[src/hw/rtl/pmsr_pkg.sv]
// Shared types, constants and register codes of the piston motor speed regulator
package pmsr_pkg;

  localparam int unsigned PositionBitsDef = 17;
  localparam int unsigned CommandBitsDef  = 10;
  localparam int unsigned CfgDataW        = 16;
  localparam int unsigned CfgIdxW         = 3;
  localparam int unsigned CmdW            = CommandBitsDef;
  localparam int unsigned TickW           = 16;
  localparam int unsigned QueueDepth      = 2;

  typedef enum logic [CfgIdxW-1:0] {
    CfgDeadBand  = 3'd0,
    CfgStopCode  = 3'd1,
    CfgUpLimit   = 3'd2,
    CfgDownLimit = 3'd3,
    CfgMinOffset = 3'd4,
    CfgSlewStep  = 3'd5,
    CfgTopStop   = 3'd6
  } cfg_idx_e;

  typedef struct packed {
    logic [TickW-1:0] dead_band;
    logic [CmdW-1:0]  stop_code;
    logic [CmdW-1:0]  up_limit;
    logic [CmdW-1:0]  down_limit;
    logic [CmdW-1:0]  min_offset;
    logic [CmdW-1:0]  slew_step;
    logic [TickW-1:0] top_stop;
  } cfg_t;

  localparam cfg_t CfgRst = '{
    dead_band:  16'd50,
    stop_code:  10'd150,
    up_limit:   10'd200,
    down_limit: 10'd100,
    min_offset: 10'd10,
    slew_step:  10'd1,
    top_stop:   16'd2400
  };

  localparam logic [CmdW-1:0] CommandRst = 10'd150;

  typedef struct packed {
    logic [CmdW-1:0] target;
    logic            force_stop;
    logic            top;
    logic            bottom;
  } mid_item_t;

  typedef struct packed {
    logic [CmdW-1:0] command;
    logic [CmdW-1:0] target;
    logic            top;
    logic            bottom;
  } result_t;

endpackage

[src/hw/rtl/pmsr_fifo.sv]
// Small register queue used between the regulator stages and at the result side
module pmsr_fifo #(
  parameter type         item_t = logic,
  parameter int unsigned Depth  = 2
) (
  input  logic  clk_i,
  input  logic  rst_ni,
  input  logic  push_i,
  input  item_t wdata_i,
  output logic  full_o,
  input  logic  pop_i,
  output logic  empty_o,
  output item_t rdata_o
);

  localparam int unsigned AW = (Depth > 1) ? $clog2(Depth) : 1;

  item_t         mem_q [Depth];
  logic [AW-1:0] wr_ptr_q, wr_ptr_d;
  logic [AW-1:0] rd_ptr_q, rd_ptr_d;
  logic [AW:0]   count_q, count_d;
  logic          do_push, do_pop;

  assign full_o  = (count_q == (AW+1)'(Depth));
  assign empty_o = (count_q == '0);
  assign do_push = push_i && !full_o;
  assign do_pop  = pop_i && !empty_o;
  assign rdata_o = mem_q[rd_ptr_q];

  always_comb begin
    wr_ptr_d = wr_ptr_q;
    rd_ptr_d = rd_ptr_q;
    count_d  = count_q;
    if (do_push) begin
      wr_ptr_d = (wr_ptr_q == AW'(Depth - 1)) ? '0 : wr_ptr_q + 1'b1;
    end
    if (do_pop) begin
      rd_ptr_d = (rd_ptr_q == AW'(Depth - 1)) ? '0 : rd_ptr_q + 1'b1;
    end
    case ({do_push, do_pop})
      2'b10:   count_d = count_q + 1'b1;
      2'b01:   count_d = count_q - 1'b1;
      default: count_d = count_q;
    endcase
  end

  always_ff @(posedge clk_i or negedge rst_ni) begin
    if (!rst_ni) begin
      wr_ptr_q <= '0;
      rd_ptr_q <= '0;
      count_q  <= '0;
    end else begin
      wr_ptr_q <= wr_ptr_d;
      rd_ptr_q <= rd_ptr_d;
      count_q  <= count_d;
    end
  end

  always_ff @(posedge clk_i) begin
    if (do_push) begin
      mem_q[wr_ptr_q] <= wdata_i;
    end
  end

endmodule

[src/hw/rtl/pmsr_front.sv]
// Front pipeline: position error, dead band, exact 3/10 scaling, target and end stop class
module pmsr_front import pmsr_pkg::*; #(
  parameter int unsigned PositionBits = PositionBitsDef
) (
  input  logic                           clk_i,
  input  logic                           rst_ni,
  input  logic                           valid_i,
  output logic                           ready_o,
  input  logic signed [PositionBits-1:0] piston_position_i,
  input  logic        [TickW-1:0]        target_position_i,
  input  cfg_t                           cfg_i,
  output logic                           item_valid_o,
  input  logic                           item_ready_i,
  output mid_item_t                      item_o
);

  localparam int unsigned ErrW  = ((PositionBits > TickW + 1) ? PositionBits : TickW + 1) + 1;
  localparam int unsigned MagW  = ErrW + 2;
  localparam int unsigned Shift = MagW + 4;
  localparam int unsigned ProdW = MagW + Shift;
  localparam logic [Shift:0]   RecipOne = {1'b1, {Shift{1'b0}}};
  localparam logic [Shift-1:0] Recip    = Shift'(RecipOne / 10);

  logic signed [ErrW-1:0] pos_ext, tgt_ext, err;
  logic [ErrW-1:0]        mag;
  logic [MagW-1:0]        scaled;
  logic                   neg, drive, top, bottom;

  logic                   s1_valid_q, s2_valid_q;
  logic [MagW-1:0]        s1_u_q, s2_u_q, s2_q0_q;
  logic                   s1_neg_q, s1_drive_q, s1_top_q, s1_bottom_q;
  logic                   s2_neg_q, s2_drive_q, s2_top_q, s2_bottom_q;
  logic                   ready1, ready2;

  logic [ProdW-1:0]       prod;
  logic [MagW-1:0]        q0, rem, quot, drive_mag;
  logic [MagW:0]          up_sum, down_diff;
  logic [CmdW-1:0]        target;

  // classify
  always_comb begin
    pos_ext = ErrW'(piston_position_i);
    tgt_ext = ErrW'(target_position_i);
    err     = tgt_ext - pos_ext;
    neg     = err[ErrW-1];
    mag     = neg ? ErrW'(-err) : ErrW'(err);
    drive   = mag > ErrW'(cfg_i.dead_band);
    scaled  = (MagW'(mag) << 1) + MagW'(mag) + (neg ? MagW'(9) : '0);
    top     = pos_ext >= $signed(ErrW'(cfg_i.top_stop));
    bottom  = pos_ext[ErrW-1] || (pos_ext == '0);
  end

  assign ready2  = !s2_valid_q || item_ready_i;
  assign ready1  = !s1_valid_q || ready2;
  assign ready_o = ready1;

  always_ff @(posedge clk_i or negedge rst_ni) begin
    if (!rst_ni) begin
      s1_valid_q <= 1'b0;
      s2_valid_q <= 1'b0;
    end else begin
      if (ready1) begin
        s1_valid_q <= valid_i;
      end
      if (ready2) begin
        s2_valid_q <= s1_valid_q;
      end
    end
  end

  // reciprocal multiply for the division by ten
  assign prod = ProdW'(s1_u_q) * ProdW'(Recip);
  assign q0   = prod[ProdW-1:Shift];

  always_ff @(posedge clk_i) begin
    if (ready1 && valid_i) begin
      s1_u_q      <= scaled;
      s1_neg_q    <= neg;
      s1_drive_q  <= drive;
      s1_top_q    <= top;
      s1_bottom_q <= bottom;
    end
    if (ready2 && s1_valid_q) begin
      s2_q0_q     <= q0;
      s2_u_q      <= s1_u_q;
      s2_neg_q    <= s1_neg_q;
      s2_drive_q  <= s1_drive_q;
      s2_top_q    <= s1_top_q;
      s2_bottom_q <= s1_bottom_q;
    end
  end

  // correct quotient, push outward, offset from stop and clamp
  always_comb begin
    rem       = s2_u_q - ((s2_q0_q << 3) + (s2_q0_q << 1));
    quot      = s2_q0_q + ((rem >= MagW'(10)) ? MagW'(1) : '0);
    drive_mag = (quot < MagW'(cfg_i.min_offset)) ? MagW'(cfg_i.min_offset) : quot;
    up_sum    = (MagW+1)'(drive_mag) + (MagW+1)'(cfg_i.stop_code);
    down_diff = (MagW+1)'(cfg_i.stop_code) - (MagW+1)'(drive_mag);
    if (!s2_drive_q) begin
      target = cfg_i.stop_code;
    end else if (!s2_neg_q) begin
      target = (up_sum > (MagW+1)'(cfg_i.up_limit)) ? cfg_i.up_limit : up_sum[CmdW-1:0];
    end else begin
      target = ((MagW+1)'(cfg_i.stop_code) <
                (MagW+1)'(drive_mag) + (MagW+1)'(cfg_i.down_limit)) ?
               cfg_i.down_limit : down_diff[CmdW-1:0];
    end
    item_o.target     = target;
    item_o.force_stop = ((target < cfg_i.stop_code) && s2_bottom_q) ||
                        ((target > cfg_i.stop_code) && s2_top_q);
    item_o.top        = s2_top_q;
    item_o.bottom     = s2_bottom_q;
  end

  assign item_valid_o = s2_valid_q;

endmodule

[src/hw/rtl/pmsr_back.sv]
// Back end: slew-limited command update and end stop override
module pmsr_back import pmsr_pkg::*; (
  input  logic      clk_i,
  input  logic      rst_ni,
  input  logic      item_valid_i,
  input  mid_item_t item_i,
  output logic      item_pop_o,
  input  cfg_t      cfg_i,
  input  logic      result_ready_i,
  output logic      result_valid_o,
  output result_t   result_o
);

  logic [CmdW-1:0]   command_q, command_d;
  logic [CmdW-1:0]   slewed, gap;
  logic              go, rising;

  assign go             = item_valid_i && result_ready_i;
  assign item_pop_o     = go;
  assign result_valid_o = go;

  always_comb begin
    rising = item_i.target > command_q;
    gap    = rising ? (item_i.target - command_q) : (command_q - item_i.target);
    if (gap > cfg_i.slew_step) begin
      slewed = rising ? (command_q + cfg_i.slew_step) : (command_q - cfg_i.slew_step);
    end else begin
      slewed = item_i.target;
    end
    command_d = command_q;
    if (go) begin
      command_d = item_i.force_stop ? cfg_i.stop_code : slewed;
    end
    result_o.command = command_d;
    result_o.target  = item_i.target;
    result_o.top     = item_i.top;
    result_o.bottom  = item_i.bottom;
  end

  always_ff @(posedge clk_i or negedge rst_ni) begin
    if (!rst_ni) begin
      command_q <= CommandRst;
    end else begin
      command_q <= command_d;
    end
  end

endmodule

[src/hw/rtl/piston_motor_speed_regulator.sv]
// Top level of the piston motor speed regulator
// One result per accepted tick, one tick accepted per cycle sustained while the result queue
// is popped. A tick's result passes through the first front stage (error and dead band), which
// is loaded at the edge that accepts it, then the second front stage (reciprocal multiply for
// the exact 3/10 gain), the front-to-back queue and the result queue, which the command update
// loop in the back end fills, and then shows on the output ports.
// Up to six ticks may be held inside; full is high while both front stages hold a tick and
// the front-to-back queue is full. Register writes take effect at once and are meant for
// idle periods only.
module piston_motor_speed_regulator import pmsr_pkg::*; #(
  parameter int unsigned PositionBits = PositionBitsDef
) (
  input  logic                           clk_i,
  input  logic                           rst_ni,
  input  logic                           cfg_we_i,
  input  logic [CfgIdxW-1:0]             cfg_idx_i,
  input  logic [CfgDataW-1:0]            cfg_wdata_i,
  input  logic                           push,
  output logic                           full,
  input  logic signed [PositionBits-1:0] piston_position_i,
  input  logic [TickW-1:0]               target_position_i,
  output logic                           empty,
  input  logic                           pop,
  output logic [CmdW-1:0]                motor_command_o,
  output logic [CmdW-1:0]                speed_target_o,
  output logic                           top_switch_o,
  output logic                           bottom_switch_o
);

  cfg_t      cfg_q;
  logic      front_ready;
  logic      mid_valid, mid_full, mid_empty, mid_pop;
  mid_item_t mid_wdata, mid_rdata;
  logic      res_valid, res_full;
  result_t   res_wdata, res_rdata;

  always_ff @(posedge clk_i or negedge rst_ni) begin
    if (!rst_ni) begin
      cfg_q <= CfgRst;
    end else if (cfg_we_i) begin
      case (cfg_idx_e'(cfg_idx_i))
        CfgDeadBand:  cfg_q.dead_band  <= cfg_wdata_i[TickW-1:0];
        CfgStopCode:  cfg_q.stop_code  <= cfg_wdata_i[CmdW-1:0];
        CfgUpLimit:   cfg_q.up_limit   <= cfg_wdata_i[CmdW-1:0];
        CfgDownLimit: cfg_q.down_limit <= cfg_wdata_i[CmdW-1:0];
        CfgMinOffset: cfg_q.min_offset <= cfg_wdata_i[CmdW-1:0];
        CfgSlewStep:  cfg_q.slew_step  <= cfg_wdata_i[CmdW-1:0];
        CfgTopStop:   cfg_q.top_stop   <= cfg_wdata_i[TickW-1:0];
        default: ;
      endcase
    end
  end

  assign full = !front_ready;

  pmsr_front #(
    .PositionBits(PositionBits)
  ) u_front (
    .clk_i,
    .rst_ni,
    .valid_i           (push),
    .ready_o           (front_ready),
    .piston_position_i,
    .target_position_i,
    .cfg_i             (cfg_q),
    .item_valid_o      (mid_valid),
    .item_ready_i      (!mid_full),
    .item_o            (mid_wdata)
  );

  pmsr_fifo #(
    .item_t(mid_item_t),
    .Depth (QueueDepth)
  ) u_mid_fifo (
    .clk_i,
    .rst_ni,
    .push_i (mid_valid),
    .wdata_i(mid_wdata),
    .full_o (mid_full),
    .pop_i  (mid_pop),
    .empty_o(mid_empty),
    .rdata_o(mid_rdata)
  );

  pmsr_back u_back (
    .clk_i,
    .rst_ni,
    .item_valid_i  (!mid_empty),
    .item_i        (mid_rdata),
    .item_pop_o    (mid_pop),
    .cfg_i         (cfg_q),
    .result_ready_i(!res_full),
    .result_valid_o(res_valid),
    .result_o      (res_wdata)
  );

  pmsr_fifo #(
    .item_t(result_t),
    .Depth (QueueDepth)
  ) u_res_fifo (
    .clk_i,
    .rst_ni,
    .push_i (res_valid),
    .wdata_i(res_wdata),
    .full_o (res_full),
    .pop_i  (pop),
    .empty_o(empty),
    .rdata_o(res_rdata)
  );

  assign motor_command_o = res_rdata.command;
  assign speed_target_o  = res_rdata.target;
  assign top_switch_o    = res_rdata.top;
  assign bottom_switch_o = res_rdata.bottom;

endmodule

[config.mk]
export PLATFORM = sky130hd
export DESIGN_NAME = piston_motor_speed_regulator
export DESIGN_NICKNAME = d
export VERILOG_FILES = /design/src/hw/rtl/pmsr_pkg.sv /design/src/hw/rtl/pmsr_fifo.sv /design/src/hw/rtl/pmsr_front.sv /design/src/hw/rtl/pmsr_back.sv /design/src/hw/rtl/piston_motor_speed_regulator.sv
export SDC_FILE = /design/constraint.sdc
export NUM_CORES = 1
export LEC_CHECK = 0
export ABC_AREA = 1
export BUFFER_PORTS_ARGS = -buffer_cell sky130_fd_sc_hd__buf_2
export CAP_MARGIN = 25
export CORE_MARGIN = 2
export CORE_UTILIZATION = 50
export CTS_BUF_LIST = sky130_fd_sc_hd__clkbuf_4
export DETAILED_ROUTE_END_ITERATION = 8
export PLACE_DENSITY = 0.69
export SLEW_MARGIN = 40
export SYNTH_ARGS = -nofsm -noshare
export SYNTH_HDL_FRONTEND = slang
export SYNTH_HIERARCHICAL = 1
export SYNTH_SLANG_ARGS = --single-unit
[constraint.sdc]
create_clock -name clk_i -period 11.95 [get_ports clk_i]
set_clock_uncertainty 0.05 [all_clocks]
set_input_delay 2.39 -clock clk_i [delete_from_list [all_inputs] [get_ports clk_i]]
set_output_delay 2.39 -clock clk_i [all_outputs]
set_load 0.005 [all_outputs]
# Yosys cells after proc, flatten, opt, wreduce, memory -nomap -nowiden
# Memories as Yosys holds them, arrays and structs flattened.
# Index checks and enable logic that the tools add are counted.
dict set report word_totals {
  register_bits 167
  ram_bits 70
  output_inout_bits 24
  wordCells 130
  mem_count 2
}
# memory words width rd rd_ports_with_merged_regs write_ports line
set mem_list {}
lappend mem_list {u_res_fifo.mem_q 2 22 1 0 1 pmsr_fifo.sv:18} ;# item_t mem_q [Depth];
lappend mem_list {u_mid_fifo.mem_q 2 13 1 0 1 pmsr_fifo.sv:18}
dict set report classes {
  addsub 22
  n_mul 1
  order_cmp 10
  n_eq_ne 12
  mux 23
  n_reduce_logical 33
}
# operator count
set op_table {}
lappend op_table {{10-bit two-way mux} 9}
lappend op_table {{20-bit by 10-bit adder with 21-bit output} 2}
lappend op_table {{20-bit by 21-bit multiplier with 41-bit output, second input constant} 1}
lappend op_table {{10-bit subtractor} 4}
lappend op_table {{10-bit greater-than comparator} 3}
lappend op_table {{21-bit by 10-bit greater-than comparator with 1-bit output} 1}
lappend op_table {{10-bit by 21-bit < comparator with 1-bit output} 1}
lappend op_table {{17-bit by 20-bit adder with 20-bit output} 1}
lappend op_table {{19-bit by 18-bit adder with 20-bit output} 1}
lappend op_table {{20-bit by 18-bit adder with 20-bit output} 1}
lappend op_table {{20-bit adder} 1}
lappend op_table {{20-bit by 4-bit >= comparator with 1-bit output, second input constant} 1}
lappend op_table {{20-bit by 10-bit < comparator with 1-bit output} 1}
lappend op_table {{20-bit two-way mux} 1}
lappend op_table {{20-bit subtractor} 1}
lappend op_table {{18-bit by 16-bit greater-than comparator with 1-bit output} 1}
lappend op_table {{18-bit logical NOT} 1}
lappend op_table {{18-bit two-way mux} 1}
lappend op_table {{18-bit negator} 1}
lappend op_table {{17-bit by 17-bit subtractor with 18-bit output} 1}
lappend op_table {{17-bit >= comparator} 1}
lappend op_table {{2-bit AND reduction} 7}
lappend op_table {{10-bit adder} 1}
lappend op_table {{10-bit < comparator} 1}
lappend op_table {{other kinds (17)} 57}

# Logic depth before layout (Yosys ltp)
# Gate-level depths: netlist of run 1.
dict set report logic_depth {
  ltp_word 15
  ltp_mapped 65
  ltp_nobuf 64
}

# By module
# Netlist of run 1, hierarchy kept.
# module instances cells_each area_each_um2 seq_area_each_um2
set modules_own_cells {}
lappend modules_own_cells {pmsr_front 1 2066 16027.9 2001.9}
lappend modules_own_cells {piston_motor_speed_regulator 1 369 3319.4 2077.0}
lappend modules_own_cells {pmsr_back 1 391 2494.9 255.2}
lappend modules_own_cells {{pmsr_fifo at u_res_fifo} 1 147 1836.8 1421.4}
lappend modules_own_cells {{pmsr_fifo at u_mid_fifo} 1 100 1176.1 880.8}

# Worst setup path after synthesis of run 1
# No wires, ideal clock.
dict set report synth_timing {
  path_type {register -> register}
  from {register u_front.s2_q0_q[6]}
  to {memory u_mid_fifo/mem_q[0][2] (netlist bit) (data pin)}
  arrival_ps 8558
  required_ps 11631
  setup_slack_ps 3074
  path_stages_with_launch 61
  cell_sequence {edfxtp_1 -> inv_1 -> fa_1 -> ha_1 -> nand2_1 -> nor2_1 -> nand4_1 -> or2_2 -> nand2_1 -> nand2_1 -> nand2_1 -> nand2_1 -> o21bai_1 -> nand2_1 -> nand2_1 -> nand2_1 -> a21o_1 -> nand4_1 -> [25 not listed] -> nand2_1 -> nand2_1 -> nand2_1 -> nand2_1 -> nand4_1 -> nor2_2 -> buf_6 -> nand3_1 -> nand3_1 -> nand3_1 -> o21ai_1 -> ha_1 -> a21oi_1 -> nor2_1 -> a211oi_1 -> o211ai_1 -> nand3_1 -> o21ai_0}
}
# item line
set synth_lines {}
lappend synth_lines {{start: declaration} pmsr_front.sv:30} ;# logic [MagW-1:0] s1_u_q, s2_u_q, s2_q0_q;
lappend synth_lines {{start signal: assignment} pmsr_front.sv:84} ;# s2_q0_q <= q0;
lappend synth_lines {{end: declaration} pmsr_fifo.sv:18}

==> results.md, run 1 <==
* Commonest register cell after synthesis: edfxtp_1
* Setup WS pre-CTS at approximately 1.1 ns
* Number of I/O pins at 81
* Slowest CP cell: nand4_1
* # H-tree levels at 3
* CP max FO at 12
* Tot GR Track Use at 0.274
* Buf+Inv Stages, Crit Path at 2
* Routability cong. at 1.03
* Slew Limit Fails at 0
* Initial antenna violation count at 2
* Via-to-Cell Ratio at ~5.4
* Rel. slew slack at 0.490
* CTS tree: built
* Setup-failing EPs final at 0
* Drt wl/cell at between 15 and 20 um
* Final Hold Fails at 0
* Status: finished, final reports clean
* Share of post-route cells with drive strength above 1 at 0.101
* Synth cell types at 57
* Number of nets in the layout at ~3700
* Pin count of the biggest net entering global routing at 55
* Clock Sinks at between 200 and 250
* Final worst path period need at 10.81 ns
* First-pass GRT wire length at around 110000 um
* Die W at around 230 um
* Yosys warnings at 6
* Root Driver: clkbuf_4
* PortBufs at 80
* CP endpoint kind: register
* Clk buf depth at 3
* Slowest stage delay, CP at 0.47 ns
* Setup ws final at about 1.1 ns
* Initial Util at 0.507
* Worst-Skew Late Latency at slightly below 0.8 ns
* WS Path Type: register to register
* Worst path top cell family by delay: simple AND/OR/NAND/NOR gates
* Synth area leaders: ha_1 (19%), edfxtp_1 (16%), nand2_1 (12%)
* Yosys top cell area share at 0.188
* Post-Syn Instances at about 3100
* # DRC at 0
* Die H at 227 um
* Grt ovf at 0
* Number of synthesized flops with an enable pin at 135
* Startpoint Class: register
* RSZ-0062 raised after global routing: no
* CTS clk-pin slew, worst paths at 0.07 ns
* Area leader, netlist: ha_1
* First-pass iteration count of the detailed router at 6
* Iter 0 DRT Violations at approximately 1600
* Vias in the first global route at 20600
* Via Count at roughly 21000
* Synth Cell Area at 0.0249 mm2
* Routed wire length at 68800 um
* Seq/Total Area, Yosys at 0.267
* Slew @ Worst Pin at 0.764 ns
* Post-layout util at 0.544
* FFs w/ async S/R, synth at 0.430
* # Max-Cap Violations at 0
* Setup TNS at 0 ns
* F_max at 0.0925 GHz
* WP data arrival at roughly 11 ns
* Layout area overhead at 7.30%
* Antenna Violating Nets Remaining at 0
* Post-DP HPWL at 56300 um
* Die area at around 0.052 mm2
* CORE AREA at roughly 0.05 mm2
* Worst min path class: register to register
* Row Count at 81
* Number of synthesized register bits at ~240
* Part of the cycle the worst path needs at 0.905
* Critical Path RT at 12.42 ns
* Number of buffers created by CTS at 66
* Syn Area/Cell at 8.09 um2
* Worst path most repeated cell: nand2_1
## routing by layer
layer | GRT usage | part of all wire | vias up | wire length (um)
met5 | 0 | 0.00019 | - | 13
met4 | 0.0803 | 0.020 | 2 | 1410
met3 | 0.0450 | 0.068 | 99 | 4650
met2 | 0.448 | 0.46 | 674 | 31900
met1 | 0.377 | 0.45 | 9957 | 30800
li1 | - | - | 10200 | -
## area by class of cell
| type | count | area (um2) |
|---|---|---|
| Fill cell | 4683 | 22400 |
| Clock inverter | 24 | 166 |
| Timing Repair Buffer | 85 | 444 |
| Tap cell | 664 | 831 |
| Inverter | 535 | 2010 |
| Clock buffer | 98 | 736 |
| Multi-Input combinational cell | 2249 | 15800 |
| Sequential cell | 237 | 6640 |
| Antenna cell | 1 | 2.50 |
## worst register-to-register path, delay by kind of cell, from the launching register on
kind / cells / cell delay [ns]
fa+ha+maj: 8 / 2.63
buf+inv: 2 / 0.28
xor+xnor: 2 / 0.48
compound gates: 10 / 2.17
simple gates: 36 / 4.58
flops: 1 / 0.42
## per-stage QoR
step | hold WS (ns) | cell area (um2) | instances
after floorplan | 0.350 | 24900 | 3076
after global placement | 0.355 | 25700 | 3769
after detailed placement | 0.358 | 25800 | 3769
after CTS | 0.374 | 26700 | 3891
after global routing | 0.389 | 26700 | 3893
final | 0.371 | 26700 | 3893
## Yosys cell counts, drive strengths merged, types with 2 or more instances
library cell  instances
or2                   2
clkbuf                6
o22ai                 4
xnor2                36
o31ai                 3
edfxtp              135
buf                  49
inv                 532
fa                  123
nor2                177
clkinv                3
o221ai                3
conb                  2
a21boi                2
o21a                  6
dfrtp                78
dfstp                24
nand2               806
nor3                 21
nand3b                7
a211oi                5
a221oi                3
o41ai                 4
o211ai                6
o21bai               13
nand4                35
ha                  374
a21oi               163
nor3b                 2
xor2                 95
o2111ai               2
mux2i                 2
a31oi                 9
a21o                 15
nor4                  7
o21ai               118
nand3               197
## state kept, by name (all words and copies together) (netlist names), 2 cells and up
signal	count
u_front/s2_u_q	20
u_mid_fifo/mem_q	26
u_mid_fifo/count_q	2
u_front/s2_q0_q	17
u_res_fifo/mem_q	44
cfg_q	82
u_res_fifo/count_q	2
u_front/s1_u_q	20
u_back/command_q	10
## final timing paths
check / startpoint / to / slack (ns) / depth (start not counted)
max: u_front/s2_q0_q[7] / u_mid_fifo/mem_q[1][2] / 1.14 / 58
max in group asynchronous: rst_ni / cfg_q[73] / 9.00 / 2
min in group asynchronous: rst_ni / u_back/command_q[6] / 1.62 / 1
max reg2reg: u_front/s2_q0_q[7] / u_mid_fifo/mem_q[1][2] / 1.14 / 58
min: u_front/s1_bottom_q / u_front/s2_bottom_q / 0.37 / 0
min reg2reg: u_front/s1_bottom_q / u_front/s2_bottom_q / 0.37 / 0
## cell usage in the layout, fill, tap and decap left out, types with 14 or more instances in the layout
cell | Yosys | routed
a21o_1 | 15 | 15
a21oi_1 | 162 | 161
buf_2 | 15 | 79
clkbuf_4 | 0 | 98
dfrtp_1 | 78 | 77
dfstp_2 | 24 | 24
edfxtp_1 | 135 | 135
fa_1 | 123 | 123
ha_1 | 374 | 374
inv_1 | 511 | 509
inv_2 | 20 | 23
nand2_1 | 783 | 783
nand2_2 | 16 | 16
nand3_1 | 186 | 186
nand4_1 | 32 | 32
nor2_1 | 153 | 151
nor2_4 | 13 | 14
nor3_1 | 21 | 21
o21ai_0 | 94 | 93
o21ai_1 | 15 | 16
xnor2_1 | 36 | 36
xor2_1 | 95 | 95
## logic make-up (layout without fill, tap and decap cells)
family | after synthesis | in the layout | share of synthesized area
other | 2 | 6 | 0.000302
and+or+nand+nor | 1254 | 1254 | 0.218
AOI/OAI and AO/OA | 360 | 360 | 0.0835
buffers and inverters | 590 | 742 | 0.0970
adders and majority gates | 497 | 497 | 0.287
xor gates and xnor gates | 131 | 131 | 0.0462
muxes | 2 | 2 | 0.000805
DFF | 237 | 237 | 0.267
## repair_timing
item	4_1_cts	5_1_grt
buffers inserted	0	0
hold buffers	0	0
setup endpoints to repair	0	2
resized for setup	0	1
Power of run 1 is left out: the tool's default activity adds up to more than one toggle a clock period on the data nets, which glitch-free logic cannot reach.
==> run 2: changes to the inputs <==
--- a/config.mk
+++ b/config.mk
@@ -16,5 +16,4 @@
 export SLEW_MARGIN = 40
 export SYNTH_ARGS = -nofsm -noshare
 export SYNTH_HDL_FRONTEND = slang
-export SYNTH_HIERARCHICAL = 1
 export SYNTH_SLANG_ARGS = --single-unit
==> run 2 against run 1 <==
The run now ends with DRC left; routed wire length is 11% lower; area after synthesis shrank 4.6%; cell count is 7.3% lower; non-clock buffer count shrank 1; register-to-register slack improved by 0.48 ns; synthesized cell count down 7.8%; critical path depth up 2; first-iteration DRC count is 25% lower; utilization up 0.63 points; die area down 4.6%; via count down 8.2%.
==> results.md, run 2 <==
* Status: finished, violations left
* Failing checks: DRC
* Most frequent cells in the layout: nand2_1 (574), inv_1 (498), ha_1 (373)
* Root Driver: clkbuf_4
* Critical Path RT at 12.51 ns (+0.09 ns)
* Synth cell types at 62 (+8.8%)
* Routed wire length at 61500 um (-11%)
* Die H at 222 um (-2.3%)
* Max reg flops at 82 (unchanged)
* Antenna Violating Nets Remaining at 0 (unchanged)
* # Max-Cap Violations at 0 (unchanged)
* Initial Util at 0.508 (+0.00131)
* Top-count cell post-synth: nand2_1
* Slowest stage delay, CP at 0.62 ns (+0.15 ns)
* Yosys top cell area share at 0.197 (+0.00864)
* Syn Area/Cell at 8.37 um2 (+3.4%)
* Iter 0 DRT Violations at 1171 (-25%)
* Share of post-route cells with drive strength above 1 at 0.0947 (-0.00632)
* # H-tree levels at 3 (unchanged)
* Die area at 0.0492 mm2 (-4.6%)
* Slowest CP cell: o21ai_0
* Setup TNS at 0 ns (unchanged)
* CP endpoint kind: register
* Most common cell after layout, fill and taps aside: nand2_1
* Worst min path class: register to register
* Number of synthesized flops with an enable pin at 135 (unchanged)
* Part of the cycle the worst path needs at 0.865 (-0.0398)
* Number of I/O pins at 81 (unchanged)
* Pin count of the biggest net entering global routing at 62 (+13%)
* CORE AREA at 0.0467 mm2 (-4.9%)
* First-pass GRT wire length at 101000 um (-8.3%)
* # DRC at 18 (+18)
* Yosys warnings at 0 (-6)
* CP max FO at 20 (+8)
* Clk buf depth at 3 (unchanged)
* Commonest register cell after synthesis: edfxtp_1
* Biggest regs: cfg_q (82), u_res_fifo.mem_q (44), u_mid_fifo.mem_q (26)
* Worst-Skew Late Latency at 0.79 ns (+0.02 ns)
* Slew @ Worst Pin at 0.800 ns (+0.0355 ns)
* Cts hold-fix bufs at 0 (unchanged)
* WP data arrival at 10.90 ns (-0.38 ns)
* Worst path most repeated cell: nand2_1
* Number of synthesized register bits at 237 (unchanged)
* CTS tree: built
* Final Hold Fails at 0 (unchanged)
* Rel. slew slack at 0.461 (-0.0287)
* Layout area overhead at 8.26%
* Via Count at 19200 (-8.2%)
* Startpoint Class: register
* Number of setup buffers added after CTS at 0 (unchanged)
* Post-Syn Instances at 2833 (-7.8%)
* FFs w/ async S/R, synth at 0.430 (unchanged)
* Tot GR Track Use at 0.256 (-0.0189)
* Drt wl/cell at 17.0 um (-3.6%)
* Post-DP HPWL at 51400 um (-8.7%)
* WS Path Type: register to register
* Synth Cell Area at 0.0237 mm2 (-4.6%)
* Slew Limit Fails at 0 (unchanged)
* Clock Sinks at 237 (unchanged)
* Most flop-heavy register: cfg_q
* Final worst path period need at 10.34 ns (-0.476 ns)
* CTS resizes at 0 (unchanged)
* Via-to-Cell Ratio at 5.32 (-1.0%)
* CTS clk-pin slew, worst paths at 0.07 ns (about the same)
* Vias in the first global route at 19400 (-5.6%)
* Die W at 222 um (-2.3%)
* RSZ-0062 raised after global routing: no
* Setup-failing EPs final at 0 (unchanged)
* Row Count at 79 (-2.5%)
* PortBufs at 80 (unchanged)
* F_max at 0.0967 GHz (+4.6%)
* Most instantiated cells after synthesis: nand2_1 (576), inv_1 (499), ha_1 (373)
* Seq/Total Area, Yosys at 0.280 (+0.0130)
* Area leader, netlist: ha_1
* Routability cong. at 0.988 (-3.8%)
* Initial antenna violation count at 1 (-1)
* Number of buffers created by CTS at 68 (+3.0%)
* Number of nets in the layout at 3500 (-6.1%)
* Grt ovf at 0 (unchanged)
* Synth area leaders: ha_1 (20%), edfxtp_1 (17%), fa_1 (10%)
* First-pass iteration count of the detailed router at 7 (+1)
==> run 2: cell types whose count changed in the layout (fill, tap and decap cells not counted), moves of 11 or more <==
cell,previous run,this run
nand3_1,186,103
nand2_1,783,574
xor2_1,95,107
nor2_1,151,136
or2_2,2,13
o21ai_0,93,198
inv_1,509,498
inv_2,23,9
==> run 2: layout make-up <==
type	count	area, um2
Multi-Input combinational cell	2047	15000
Clock buffer	99	743
Sequential cell	237	6640
Tap cell	607	759
Inverter	509	1910
Fill cell	4396	21000
Timing Repair Buffer	84	437
Clock inverter	24	153
Antenna cell	3	7.51
==> run 2: logic make-up (layout without fill, tap and decap cells) <==
family | after synthesis | in the layout | synth area share
compound gates | 470 | 470 | 0.109
simple gates | 936 | 936 | 0.168
xor+xnor | 139 | 139 | 0.0525
fa+ha+maj | 496 | 496 | 0.301
flops | 237 | 237 | 0.280
buf+inv | 551 | 716 | 0.0881
other cells | 2 | 7 | 0.000317
mux | 2 | 2 | 0.000845
==> run 2: per-stage QoR <==
stage	instance area (um2)	util	instances	hold slack [ns]	setup slack (ns)
finish	25700	0.550	3610	0.375	1.61
global route	25700	0.550	3608	0.395	0.439
CTS	25600	0.550	3607	0.378	1.67
detailed placement	24700	0.530	3484	0.358	1.69
global placement	24700	0.530	3484	0.356	1.94
floorplan	23700	-	2835	0.350	3.13
==> run 2: metal layers <==
layer | up-vias | part of all wire | track usage
met5 | - | 0 | 0
met4 | 0 | 0.029 | 0.0806
met3 | 116 | 0.044 | 0.0288
met2 | 477 | 0.49 | 0.442
met1 | 9052 | 0.44 | 0.336
li1 | 9563 | - | -
==> run 2: critical path: cells and delay by family (launching register included) <==
family / cells / cell delay [ns]
flip-flops: 1 / 0.45
AND/OR/NAND/NOR: 33 / 3.72
adder cells (fa/ha/maj): 7 / 2.44
AO/OA/AOI/OAI: 12 / 2.44
XOR/XNOR: 3 / 0.54
buffers and inverters: 5 / 0.57
==> run 2: path summary, 6_finish.rpt <==
kind                                    start                endpoint  slack, ns  depth (start not counted)
setup / recovery           u_front.s2_q0_q[2]  u_mid_fifo.mem_q[0][2]       1.61                         60
hold / removal               u_front.s1_neg_q        u_front.s2_neg_q       0.38                          0
setup reg to reg           u_front.s2_q0_q[2]  u_mid_fifo.mem_q[0][2]       1.61                         60
hold reg to reg              u_front.s1_neg_q        u_front.s2_neg_q       0.38                          0
max in group asynchronous              rst_ni               cfg_q[38]       9.30                          2
min in group asynchronous              rst_ni     u_back.command_q[3]       1.51                          1
Power of run 2 is left out for the same reason.
